==> src/design/cop0rt_pkg.sv <==
package cop0rt_pkg;

    localparam int unsigned DATA_W   = 32;
    localparam int unsigned INDEX_W  = 5;
    localparam int unsigned CYCLES_W = 16;
    localparam int unsigned NUM_REGS = 32;

    typedef enum logic [1:0] {
        OP_READ  = 2'd0,
        OP_WRITE = 2'd1,
        OP_TICK  = 2'd2
    } op_t;

    localparam logic [INDEX_W-1:0] REG_COUNT     = 5'd9;
    localparam logic [INDEX_W-1:0] REG_COMPARE   = 5'd11;
    localparam logic [INDEX_W-1:0] REG_STATUS    = 5'd12;
    localparam logic [INDEX_W-1:0] REG_CAUSE     = 5'd13;
    localparam logic [INDEX_W-1:0] REG_EPC       = 5'd14;
    localparam logic [INDEX_W-1:0] REG_PRID      = 5'd15;
    localparam logic [INDEX_W-1:0] REG_ERROR_EPC = 5'd30;

    localparam logic [DATA_W-1:0] STATUS_MASK  = 32'hF0C7_9C1F;
    localparam logic [DATA_W-1:0] STATUS_RESET = 32'h7040_0000;
    localparam logic [DATA_W-1:0] REVISION_ID  = 32'h0000_2E20;

    localparam int unsigned PERF_ENABLE_BIT = 31;
    localparam int unsigned CAUSE_TIMER_BIT = 15;

    typedef logic [DATA_W-1:0]   word_t;
    typedef logic [INDEX_W-1:0]  index_t;
    typedef logic [CYCLES_W-1:0] cycles_t;

    // Event codes for which a performance counter advances.
    function automatic logic event_counts(input logic [4:0] ev);
        logic hit;
        begin
            hit = (ev == 5'd1) || (ev == 5'd2) || (ev == 5'd3) ||
                  ((ev >= 5'd12) && (ev <= 5'd15));
            return hit;
        end
    endfunction

endpackage

==> src/design/cop0rt_req_if.sv <==
interface cop0rt_req_if;
    logic                      valid;
    logic                      ready;
    cop0rt_pkg::op_t           op;
    cop0rt_pkg::index_t        reg_index;
    cop0rt_pkg::word_t         write_value;
    cop0rt_pkg::cycles_t       cycles;

    modport source (output valid, output op, output reg_index, output write_value,
                    output cycles, input ready);
    modport sink   (input valid, input op, input reg_index, input write_value,
                    input cycles, output ready);
endinterface

==> src/design/cop0rt_rsp_if.sv <==
interface cop0rt_rsp_if;
    logic                valid;
    logic                ready;
    cop0rt_pkg::word_t   read_data;
    logic                timer_pending;
    cop0rt_pkg::word_t   perf_count0;
    cop0rt_pkg::word_t   perf_count1;

    modport source (output valid, output read_data, output timer_pending,
                    output perf_count0, output perf_count1, input ready);
    modport sink   (input valid, input read_data, input timer_pending,
                    input perf_count0, input perf_count1, output ready);
endinterface

==> src/design/cop0_register_timer_perf.sv <==
// A transaction accepted into the input register moves to the result register, where its
// result is valid. Throughput: one transaction per cycle unless rsp.ready stalls a result;
// an input register and a result register bound the single pass of register access, timer
// update and counter update. Reset (rst_n, asynchronous, active low) clears both stages,
// the timer flag, the counters and the exception PCs, loads Status with its default and the
// register file with zero, apart from the revision identifier.
module cop0_register_timer_perf (
    input  logic                 clk,
    input  logic                 rst_n,
    input  logic                 perf_control_we,
    input  cop0rt_pkg::word_t    perf_control_wdata,
    cop0rt_req_if.sink           req,
    cop0rt_rsp_if.source         rsp
);

    // Input stage.
    logic                  s1_valid_reg;
    cop0rt_pkg::op_t       s1_op_reg;
    cop0rt_pkg::index_t    s1_index_reg;
    cop0rt_pkg::word_t     s1_value_reg;
    cop0rt_pkg::cycles_t   s1_cycles_reg;

    // Architectural state.
    cop0rt_pkg::word_t     gpr_reg [cop0rt_pkg::NUM_REGS];
    cop0rt_pkg::word_t     status_reg;
    cop0rt_pkg::word_t     epc_reg;
    cop0rt_pkg::word_t     error_epc_reg;
    logic                  timer_flag_reg;
    cop0rt_pkg::word_t     perf0_reg;
    cop0rt_pkg::word_t     perf1_reg;
    cop0rt_pkg::word_t     perf_control_reg;

    cop0rt_pkg::word_t     status_next;
    cop0rt_pkg::word_t     epc_next;
    cop0rt_pkg::word_t     error_epc_next;
    logic                  timer_flag_next;
    cop0rt_pkg::word_t     perf0_next;
    cop0rt_pkg::word_t     perf1_next;

    // Result stage.
    logic                  out_valid_reg;
    cop0rt_pkg::word_t     out_read_data_reg;
    cop0rt_pkg::word_t     read_data_next;

    logic                  s1_advance;
    logic                  s1_fire;
    logic                  gpr_we;
    cop0rt_pkg::index_t    gpr_waddr;
    cop0rt_pkg::word_t     gpr_wdata;

    cop0rt_pkg::word_t     count_sum;
    logic [1:0]            mode;
    logic [4:0]            gate;
    logic                  perf_on;
    logic                  hit0;
    logic                  hit1;

    assign s1_advance = !out_valid_reg || rsp.ready;
    assign s1_fire    = s1_valid_reg && s1_advance;
    assign req.ready  = !s1_valid_reg || s1_advance;

    assign count_sum = gpr_reg[cop0rt_pkg::REG_COUNT] + {16'd0, s1_cycles_reg};
    assign mode      = status_reg[4:3];
    assign gate      = {4'b0001 << mode, status_reg[1]};
    assign perf_on   = perf_control_reg[cop0rt_pkg::PERF_ENABLE_BIT];
    assign hit0      = perf_on && (|(perf_control_reg[5:1] & gate)) &&
                       cop0rt_pkg::event_counts(perf_control_reg[9:5]);
    assign hit1      = perf_on && (|(perf_control_reg[15:11] & gate)) &&
                       cop0rt_pkg::event_counts(perf_control_reg[19:15]);

    always_comb
    begin
        status_next     = status_reg;
        epc_next        = epc_reg;
        error_epc_next  = error_epc_reg;
        timer_flag_next = timer_flag_reg;
        perf0_next      = perf0_reg;
        perf1_next      = perf1_reg;
        read_data_next  = '0;
        gpr_we          = 1'b0;
        gpr_waddr       = s1_index_reg;
        gpr_wdata       = s1_value_reg;
        if (s1_fire)
        begin
            unique case (s1_op_reg)
                cop0rt_pkg::OP_READ:
                begin
                    unique case (s1_index_reg)
                        cop0rt_pkg::REG_STATUS:    read_data_next = status_reg;
                        cop0rt_pkg::REG_CAUSE:
                            read_data_next = {16'd0, timer_flag_reg, 15'd0};
                        cop0rt_pkg::REG_EPC:       read_data_next = epc_reg;
                        cop0rt_pkg::REG_ERROR_EPC: read_data_next = error_epc_reg;
                        default:                   read_data_next = gpr_reg[s1_index_reg];
                    endcase
                end
                cop0rt_pkg::OP_WRITE:
                begin
                    unique case (s1_index_reg)
                        cop0rt_pkg::REG_STATUS:
                            status_next = s1_value_reg & cop0rt_pkg::STATUS_MASK;
                        cop0rt_pkg::REG_CAUSE:     ;
                        cop0rt_pkg::REG_EPC:       epc_next = s1_value_reg;
                        cop0rt_pkg::REG_ERROR_EPC: error_epc_next = s1_value_reg;
                        cop0rt_pkg::REG_COMPARE:
                        begin
                            timer_flag_next = 1'b0;
                            gpr_we          = 1'b1;
                        end
                        default:                   gpr_we = 1'b1;
                    endcase
                end
                cop0rt_pkg::OP_TICK:
                begin
                    if ((gpr_reg[cop0rt_pkg::REG_COUNT] < gpr_reg[cop0rt_pkg::REG_COMPARE]) &&
                        (count_sum >= gpr_reg[cop0rt_pkg::REG_COMPARE]))
                    begin
                        timer_flag_next = 1'b1;
                    end
                    gpr_we    = 1'b1;
                    gpr_waddr = cop0rt_pkg::REG_COUNT;
                    gpr_wdata = count_sum;
                    if (hit0)
                    begin
                        perf0_next = perf0_reg + {16'd0, s1_cycles_reg};
                    end
                    if (hit1)
                    begin
                        perf1_next = perf1_reg + {16'd0, s1_cycles_reg};
                    end
                end
                default: ;
            endcase
        end
    end

    always_ff @(posedge clk or negedge rst_n)
    begin
        if (!rst_n)
        begin
            s1_valid_reg     <= 1'b0;
            out_valid_reg    <= 1'b0;
            status_reg       <= cop0rt_pkg::STATUS_RESET;
            epc_reg          <= '0;
            error_epc_reg    <= '0;
            timer_flag_reg   <= 1'b0;
            perf0_reg        <= '0;
            perf1_reg        <= '0;
            perf_control_reg <= '0;
            for (int i = 0; i < cop0rt_pkg::NUM_REGS; i++)
            begin
                gpr_reg[i] <= (i == int'(cop0rt_pkg::REG_PRID)) ?
                              cop0rt_pkg::REVISION_ID : '0;
            end
        end
        else
        begin
            if (req.ready)
            begin
                s1_valid_reg <= req.valid;
            end
            if (s1_advance)
            begin
                out_valid_reg <= s1_valid_reg;
            end
            if (perf_control_we)
            begin
                perf_control_reg <= perf_control_wdata;
            end
            status_reg     <= status_next;
            epc_reg        <= epc_next;
            error_epc_reg  <= error_epc_next;
            timer_flag_reg <= timer_flag_next;
            perf0_reg      <= perf0_next;
            perf1_reg      <= perf1_next;
            if (gpr_we)
            begin
                gpr_reg[gpr_waddr] <= gpr_wdata;
            end
        end
    end

    always_ff @(posedge clk)
    begin
        if (req.valid && req.ready)
        begin
            s1_op_reg     <= req.op;
            s1_index_reg  <= req.reg_index;
            s1_value_reg  <= req.write_value;
            s1_cycles_reg <= req.cycles;
        end
        if (s1_fire)
        begin
            out_read_data_reg <= read_data_next;
        end
    end

    // The flag, counters and register file are only updated as a transaction moves to the
    // result stage, so the result stage can show them directly.
    assign rsp.valid         = out_valid_reg;
    assign rsp.read_data     = out_read_data_reg;
    assign rsp.timer_pending = timer_flag_reg;
    assign rsp.perf_count0   = perf0_reg;
    assign rsp.perf_count1   = perf1_reg;

`ifndef ASSERT_OFF
    a_compare_clears: assert property (@(posedge clk) disable iff (!rst_n)
        (s1_fire && (s1_op_reg == cop0rt_pkg::OP_WRITE) &&
         (s1_index_reg == cop0rt_pkg::REG_COMPARE)) |=> !timer_flag_reg)
        else $error("timer flag not cleared by a Compare write");

    a_flag_rises_on_tick: assert property (@(posedge clk) disable iff (!rst_n)
        $rose(timer_flag_reg) |-> $past(s1_fire && (s1_op_reg == cop0rt_pkg::OP_TICK)))
        else $error("timer flag set without a tick");

    a_counters_tick_only: assert property (@(posedge clk) disable iff (!rst_n)
        !(s1_fire && (s1_op_reg == cop0rt_pkg::OP_TICK)) |=>
        ($stable(perf0_reg) && $stable(perf1_reg)))
        else $error("performance counter changed without a tick");

    a_result_held: assert property (@(posedge clk) disable iff (!rst_n)
        (out_valid_reg && !rsp.ready) |=> (out_valid_reg && $stable(timer_flag_reg) &&
                                           $stable(perf0_reg) && $stable(perf1_reg)))
        else $error("state moved while a result was stalled");
`endif

endmodule
==> src/flat_wrapper.sv <==
// flat-port wrapper written by rule: the top's interface ports become plain ports
module cop0_register_timer_perf_flat 
  (clk, rst_n, perf_control_we, perf_control_wdata, req_valid, req_op, req_reg_index, req_write_value, req_cycles, req_ready, rsp_valid, rsp_read_data, rsp_timer_pending, rsp_perf_count0, rsp_perf_count1, rsp_ready);
  cop0rt_req_if req_i ();
  cop0rt_rsp_if rsp_i ();
  input  logic clk;
  input  logic rst_n;
  input  logic perf_control_we;
  input  cop0rt_pkg::word_t perf_control_wdata;
  input wire logic [$bits(req_i.valid)-1:0] req_valid;
  input wire logic [$bits(req_i.op)-1:0] req_op;
  input wire logic [$bits(req_i.reg_index)-1:0] req_reg_index;
  input wire logic [$bits(req_i.write_value)-1:0] req_write_value;
  input wire logic [$bits(req_i.cycles)-1:0] req_cycles;
  output wire logic [$bits(req_i.ready)-1:0] req_ready;
  output wire logic [$bits(rsp_i.valid)-1:0] rsp_valid;
  output wire logic [$bits(rsp_i.read_data)-1:0] rsp_read_data;
  output wire logic [$bits(rsp_i.timer_pending)-1:0] rsp_timer_pending;
  output wire logic [$bits(rsp_i.perf_count0)-1:0] rsp_perf_count0;
  output wire logic [$bits(rsp_i.perf_count1)-1:0] rsp_perf_count1;
  input wire logic [$bits(rsp_i.ready)-1:0] rsp_ready;
  assign req_i.valid = req_valid;
  assign req_i.op = req_op;
  assign req_i.reg_index = req_reg_index;
  assign req_i.write_value = req_write_value;
  assign req_i.cycles = req_cycles;
  assign req_ready = req_i.ready;
  assign rsp_valid = rsp_i.valid;
  assign rsp_read_data = rsp_i.read_data;
  assign rsp_timer_pending = rsp_i.timer_pending;
  assign rsp_perf_count0 = rsp_i.perf_count0;
  assign rsp_perf_count1 = rsp_i.perf_count1;
  assign rsp_i.ready = rsp_ready;
  cop0_register_timer_perf u_core (.clk(clk), .rst_n(rst_n), .perf_control_we(perf_control_we), .perf_control_wdata(perf_control_wdata), .req(req_i), .rsp(rsp_i));
endmodule
==> config.mk <==
export PLATFORM = sky130hd
export DESIGN_NAME = cop0_register_timer_perf_flat
export DESIGN_NICKNAME = d
export VERILOG_FILES = /design/src/design/cop0rt_pkg.sv /design/src/design/cop0rt_req_if.sv /design/src/design/cop0rt_rsp_if.sv /design/src/design/cop0_register_timer_perf.sv /design/src/flat_wrapper.sv
export SDC_FILE = /design/constraint.sdc
export NUM_CORES = 2
export LEC_CHECK = 0
export ABC_CLOCK_PERIOD_IN_PS = 3500
export CAP_MARGIN = 0
export CORE_ASPECT_RATIO = 1.4
export CORE_MARGIN = 2
export CORE_UTILIZATION = 45
export DETAILED_ROUTE_END_ITERATION = 8
export DONT_BUFFER_PORTS = 1
export GPL_TIMING_DRIVEN = 0
export PLACE_DENSITY = 0.73
export SLEW_MARGIN = 0
export SYNTH_ARGS = -nofsm -noshare
export SYNTH_HDL_FRONTEND = slang
export SYNTH_SLANG_ARGS = --single-unit
export TNS_END_PERCENT = 10
==> constraint.sdc <==
create_clock -name clk -period 3.5 [get_ports clk]
set_input_delay 0.175 -clock clk [delete_from_list [all_inputs] [get_ports clk]]
set_output_delay 0.175 -clock clk [all_outputs]
set_load 0.05 [all_outputs]
==> Word-level counts from Yosys, hierarchy flattened <==
Index checks and enable logic that the tools add are counted.
{ "word_totals": {"regBits": 1292, "inputBits": 92, "out_inout_bits": 99, "word_cells": 126} }
{ "op_classes": {"n_addsub": 3, "order_cmp": 9, "n_eq_ne": 15, "n_shift": 1, "mux": 17, "bitwise_logic": 4, "reduce_logical": 31} }
{ "op_table": {"columns": ["operator", "count"], "rows": [
  ["$bwmux W1024", 1],
  ["$bmux W32 S5", 1],
  ["$demux W32 S5", 1],
  ["$mux W32", 5],
  ["$pmux W32 S4", 1],
  ["$add A32 B16 Y32", 3],
  ["$ge A32 B32 Y1", 1],
  ["$lt A32 B32 Y1", 1],
  ["$eq A5 B2 Y1 const B", 4],
  ["$eq A5 B4 Y1 const B", 4],
  ["$reduce_and A3 Y1", 5],
  ["$ge A6 B6 Y1 const B", 2],
  ["$not A5 Y6", 2],
  ["$and A5 B5 Y5", 2],
  ["$eq A5 B1 Y1 const B", 2],
  ["$ge A5 B4 Y1 const B", 2],
  ["$le A5 B4 Y1 const B", 2],
  ["$logic_and A1 B1 Y1", 10],
  ["$mux W5", 2],
  ["$reduce_or A5 Y1", 2],
  ["$logic_or A1 B1 Y1", 8],
  ["$lt A6 B1 Y1 const B", 1],
  ["$eq A5 B5 Y1 const B", 1],
  ["$mux W1", 4],
  ["11 further kinds", 13]
]} }

==> Logic depth before layout (Yosys ltp) <==
{ "logic_depth": {"word_depth": 10, "ltp_mapped": 16, "ltp_nobuf": 15} }

==> Worst setup path after synthesis <==
OpenSTA, ideal clock, no wires.
{ "synth_path": {"path_kind": "register -> register", "start": "reg u_core.s1_cycles_reg[10]", "end": "reg u_core.timer_flag_reg (netlist: u_core.rsp.timer_pending)", "setup_ns": 0.128, "arrival_time_ns": 3.440, "required_ns": 3.372, "slack_ns": -0.069, "path_stages_with_launch": 17, "n_path_buf": 2, "synth_period_minus_slack_ns": 3.569, "cell_sequence": "edfxtp_1 -> ha_1 -> clkbuf_1 -> nand4_1 -> nor3_1 -> o221ai_1 -> a211oi_2 -> buf_2 -> nand3_1 -> xnor2_1 -> ha_1 -> nand4_1 -> nor2_1 -> a2111oi_0 -> o21ai_0 -> a211oi_1 -> o31ai_1"} }
{ "synth_between": {"elab_chain_len": 5} }
{ "synth_rtl": {"columns": ["item", "line", "source"], "rows": [
  ["start: declaration", "cop0_register_timer_perf.sv:21", "cop0rt_pkg::cycles_t s1_cycles_reg;"],
  ["start signal: assignment", "cop0_register_timer_perf.sv:190", "s1_cycles_reg <= req.cycles;"],
  ["$add A32 B16 Y32", "cop0_register_timer_perf.sv:62", "assign count_sum = gpr_reg[cop0rt_pkg::REG_COUNT] + {16'd0, s1_cycles_reg};"],
  ["$ge A32 B32 Y1", "cop0_register_timer_perf.sv:116", "(count_sum >= gpr_reg[cop0rt_pkg::REG_COMPARE]))"],
  ["$logic_and A1 B1 Y1", "cop0_register_timer_perf.sv:115", "if ((gpr_reg[cop0rt_pkg::REG_COUNT] < gpr_reg[cop0rt_pkg::REG_COMPARE]) &&"],
  ["$ne A2 B1 Y1 (no source line)", null, null],
  ["$reduce_and A4 Y1 (no source line)", null, null],
  ["end signal: assignment", "cop0_register_timer_perf.sv:173", "timer_flag_reg <= timer_flag_next;"],
  ["end: declaration", "cop0_register_timer_perf.sv:28", "logic timer_flag_reg;"]
]} }
Every way passes these cells.
A chain may end at the register's enable or synchronous reset.

==> Final worst setup path <==
{ "layout_path": {"start": "reg u_core.s1_cycles_reg[1]", "end": "reg u_core.timer_flag_reg (netlist: u_core.rsp.timer_pending)"} }
The elaborated chain is that of the path after synthesis.

==> impl_metrics.yaml <==
power:
  switching_share: 0.314
  max-vdd-ir-drop_v: 0.000431
  power_switching_mw: 12.1
  finalPower_mw: 38.6
  internal-power_mw: 26.5
  p_comb_frac: 0.189
  power_frac_clock: 0.364
  power.density_cell_area_mw_per_mm2: 563
  seqPwrFrac: 0.447
  leakagePower_nw: 30.7
setup_path:
  max_stage_delay_ns: 0.51
  critPathArrivalTime_ns: 4.63
  critPathMaxFanout: 5
  cpMaxStageDelayCell: "sky130_fd_sc_hd__edfxtp_1"
  path_cells: "ha_1 > a211oi_1 > o211ai_1 > a31oi_1 > xnor2_1 > ha_1 > a211oi_1 > o21ai_0 > a31o_2 > a221o_1 > a211oi_2 > o31ai_1"
  path_buf_inv: 0
  worstSetupPathType: "flop to flop"
  cp_top_family: "compound AO/OA/AOI/OAI gates"
  setup.worst_path.end_class: "flop"
  required_ns: 4.17
  cp-start-kind: "flop"
finish:
  layout_nets: 5752
  largest_register_ff_count: 1024
  filler_cell_count: 11300
  multi_input_comb_area_mm2: 0.0254
  area_delta_synth_final_pct: 15.7
  footprint_of_the_flip_flops_and_latches_mm2: 0.0325
  final_layout_size_suffix_gt1_frac: 0.193
  fin_util: 0.524
global_routing:
  overflow: 0
  grt_first_pass_wirelength_mm: 348
  grt_max_degree: 242
  first_global_vias: 47700
  grt_antenna_before_repair: 26
  grt_util_all_layers: 0.366
timing:
  finalSetupViolCount: 179
  slew-limit-headroom: 0.0125
  timing.fmax_ghz: 0.253
  postLayoutSetupSlackWorst_ns: -0.456
  period_share: 1.13
  worst_slew_pin_slew_ns: 1.48
  period_needed_ns: 3.96
  worst_hold_slack_ns: -0.0598
  slew_violations: 0
  final.setup_skew_ns: 0.0433
  rsz0062_at_grt: "yes"
  number_of_hold_violations_in_the_final_report: 66
cts:
  h-tree-depth: 3
  cts-root-to-sink-buffers: 3
  clkSlewWorstSetupHoldPaths_ns: 0.06
  cts_made_buffers: 119
  cts_tree: "done"
  cts_root_buffer: "sky130_fd_sc_hd__clkbuf_16"
  worstSkewPairLatency_ns: 0.82
  clock_sinks: 1279
synthesis:
  async_flop_share: 0.932
  mappedNetlistNets: 5488
  synth_top_cells_by_area: "sky130_fd_sc_hd__dfrtp_1, sky130_fd_sc_hd__mux4_2, sky130_fd_sc_hd__nand2_1"
  cell_type_with_the_highest_aggregate_area_in_the_netlist: "sky130_fd_sc_hd__dfrtp_1"
  synth.yosys.warnings: 0
  syn-mean-instance-area_um2: 11.2
  synth_most_common_cell: "sky130_fd_sc_hd__nand2_1"
  synthCells: 5279
  synth_edf_count: 87
  yosys.area.top_type_share: 0.500
  post_synth_instance_area_mm2: 0.0593
  yosys_most_used_dff: "sky130_fd_sc_hd__dfrtp_1"
  list_of_most_frequent_post_synthesis_cells: "sky130_fd_sc_hd__nand2_1, sky130_fd_sc_hd__dfrtp_1, sky130_fd_sc_hd__o21ai_0"
  synth-seq-cells: 1279
  share_of_synthesized_area_occupied_by_flip_flops_and_latches: 0.548
  yosysUniqueCellTypes: 82
floorplanning:
  fp.dieH_um: 433
  chipWidth_um: 311
  die_area_mm2: 0.135
  io-pin-count: 191
  start_util: 0.453
  core-area_mm2: 0.131
  site_row_count: 157
placed_design:
  place_ws_ns: -1.71
  place_congestion: 1.08
  place.detailed.hpwl_mm: 177
  place.port_buffers: 0
detailed_routing:
  drc_violations: 2
  detail_route.wl_per_cell_um: 33.0
  drt_first_iter_violations: 6544
  detailroute.via_count: 48400
  routed_wirelength_mm: 244
  drt-pass1-iter-count: 9
  via_cell_ratio: 6.52
  antenna_left: 0
job:
  cap_violations: 0
status:
  outcome: "complete, but fails checks"
  violations_in_the_final_reports: "design-rule violations, negative hold slack, negative setup slack"
min_path:
  hp-class: "input port to async pin"
-- path summary, 6_finish.rpt --
path | slack [ns] | from | cells past startpoint | to
worst min register to register | 0.45 | u_core.gpr_reg[47]$_DFFE_PN0P_ | 1 | u_core.gpr_reg[47]$_DFFE_PN0P_
min in group clk | -0.01 | req_cycles[1] | 1 | u_core.s1_cycles_reg[1]$_DFFE_PP_
worst max-delay path | -0.46 | u_core.s1_cycles_reg[1]$_DFFE_PP_ | 12 | u_core.rsp.timer_pending$_DFFE_PN0P_
worst min-delay path | -0.06 | rst_n | 2 | u_core.gpr_reg[871]$_DFFE_PN0P_
worst max register to register | -0.46 | u_core.s1_cycles_reg[1]$_DFFE_PP_ | 12 | u_core.rsp.timer_pending$_DFFE_PN0P_
max in group asynchronous | 0.43 | rst_n | 5 | u_core.gpr_reg[518]$_DFFE_PN0P_
-- per-stage QoR --
step / TNS [ns] / cell area (µm²) / hold slack [ns] / instances
floorplan: 0 / 59300 / -0.121 / 5279
global placement: -555.98 / 61400 / 0.0593 / 7028
detailed placement: -479.06 / 61800 / -0.109 / 7039
CTS: -3.20 / 67800 / 0.00379 / 7369
global route: -8.35 / 68500 / 0.00194 / 7396
finish: -14.90 / 68500 / -0.0598 / 7412
-- repair_timing --
item / CTS / global route
hold buffers: 85 / 1
setup buffers: 23 / 27
gates resized for setup: 269 / 177
pin swaps: 24 / 34
setup endpoints to repair: 874 / 637
endpoints found under the hold margin: 571 / 1
-- cell type report --
class / count / area share
Sequential cell: 1279 / 0.474
Clock inverter: 67 / 0.0107
Timing Repair Buffer: 148 / 0.0227
Clock buffer: 157 / 0.0498
Tap cell: 1749 / 0.0319
Antenna cell: 17 / 0.000621
Multi-Input combinational cell: 3414 / 0.370
Inverter: 77 / 0.00423
Buffer: 504 / 0.0361
-- cells in the final DEF (no fill, tap or decap), types with 27 or more instances in the layout --
master,n
sky130_fd_sc_hd__ha_1,101
sky130_fd_sc_hd__nor3_1,32
sky130_fd_sc_hd__mux4_2,309
sky130_fd_sc_hd__o2bb2ai_1,42
sky130_fd_sc_hd__inv_1,76
sky130_fd_sc_hd__buf_2,39
sky130_fd_sc_hd__clkbuf_2,74
sky130_fd_sc_hd__a21oi_1,88
sky130_fd_sc_hd__nand3_1,54
sky130_fd_sc_hd__buf_6,27
sky130_fd_sc_hd__a22o_1,35
sky130_fd_sc_hd__mux2_2,179
sky130_fd_sc_hd__dlygate4sd3_1,85
sky130_fd_sc_hd__clkinv_2,31
sky130_fd_sc_hd__clkbuf_16,125
sky130_fd_sc_hd__xnor2_1,54
sky130_fd_sc_hd__a211oi_1,32
sky130_fd_sc_hd__clkbuf_1,327
sky130_fd_sc_hd__o21ai_0,604
sky130_fd_sc_hd__and3_1,35
sky130_fd_sc_hd__dfrtp_1,1178
sky130_fd_sc_hd__nand4_1,31
sky130_fd_sc_hd__buf_4,66
sky130_fd_sc_hd__nor2_1,76
sky130_fd_sc_hd__nand2_1,1313
sky130_fd_sc_hd__edfxtp_1,87
-- logic make-up (layout without fill, tap and decap cells) --
group                      Yosys count  count (layout)  share of synthesized area
AOI/OAI and AO/OA                 1031            1031                      0.105
xor gates and xnor gates            77              77                     0.0114
adders and majority gates          117             117                     0.0251
buffers and inverters              586             953                     0.0387
DFF                               1279            1279                      0.548
muxes                              510             510                      0.155
other                                0              17                          0
and+or+nand+nor                   1679            1679                      0.117
-- power by group through the flow --
stage	Combinational [mW]	Sequential [mW]	Clock (mW)
floorplan	3.86	17.0	0
global placement	5.80	17.4	0
detailed placement	6.21	17.4	0
CTS	6.73	17.2	13.9
global route	7.75	17.3	14.6
finish	7.29	17.3	14.0
-- layer usage --
| layer | GRT usage | wire (µm) |
|---|---|---|
| met1 | 0.389 | 77200 |
| met2 | 0.561 | 109000 |
| met3 | 0.128 | 27100 |
| met4 | 0.358 | 31300 |
| met5 | 0.00433 | 225 |
Note: power is estimated with default switching activity, not from simulation.
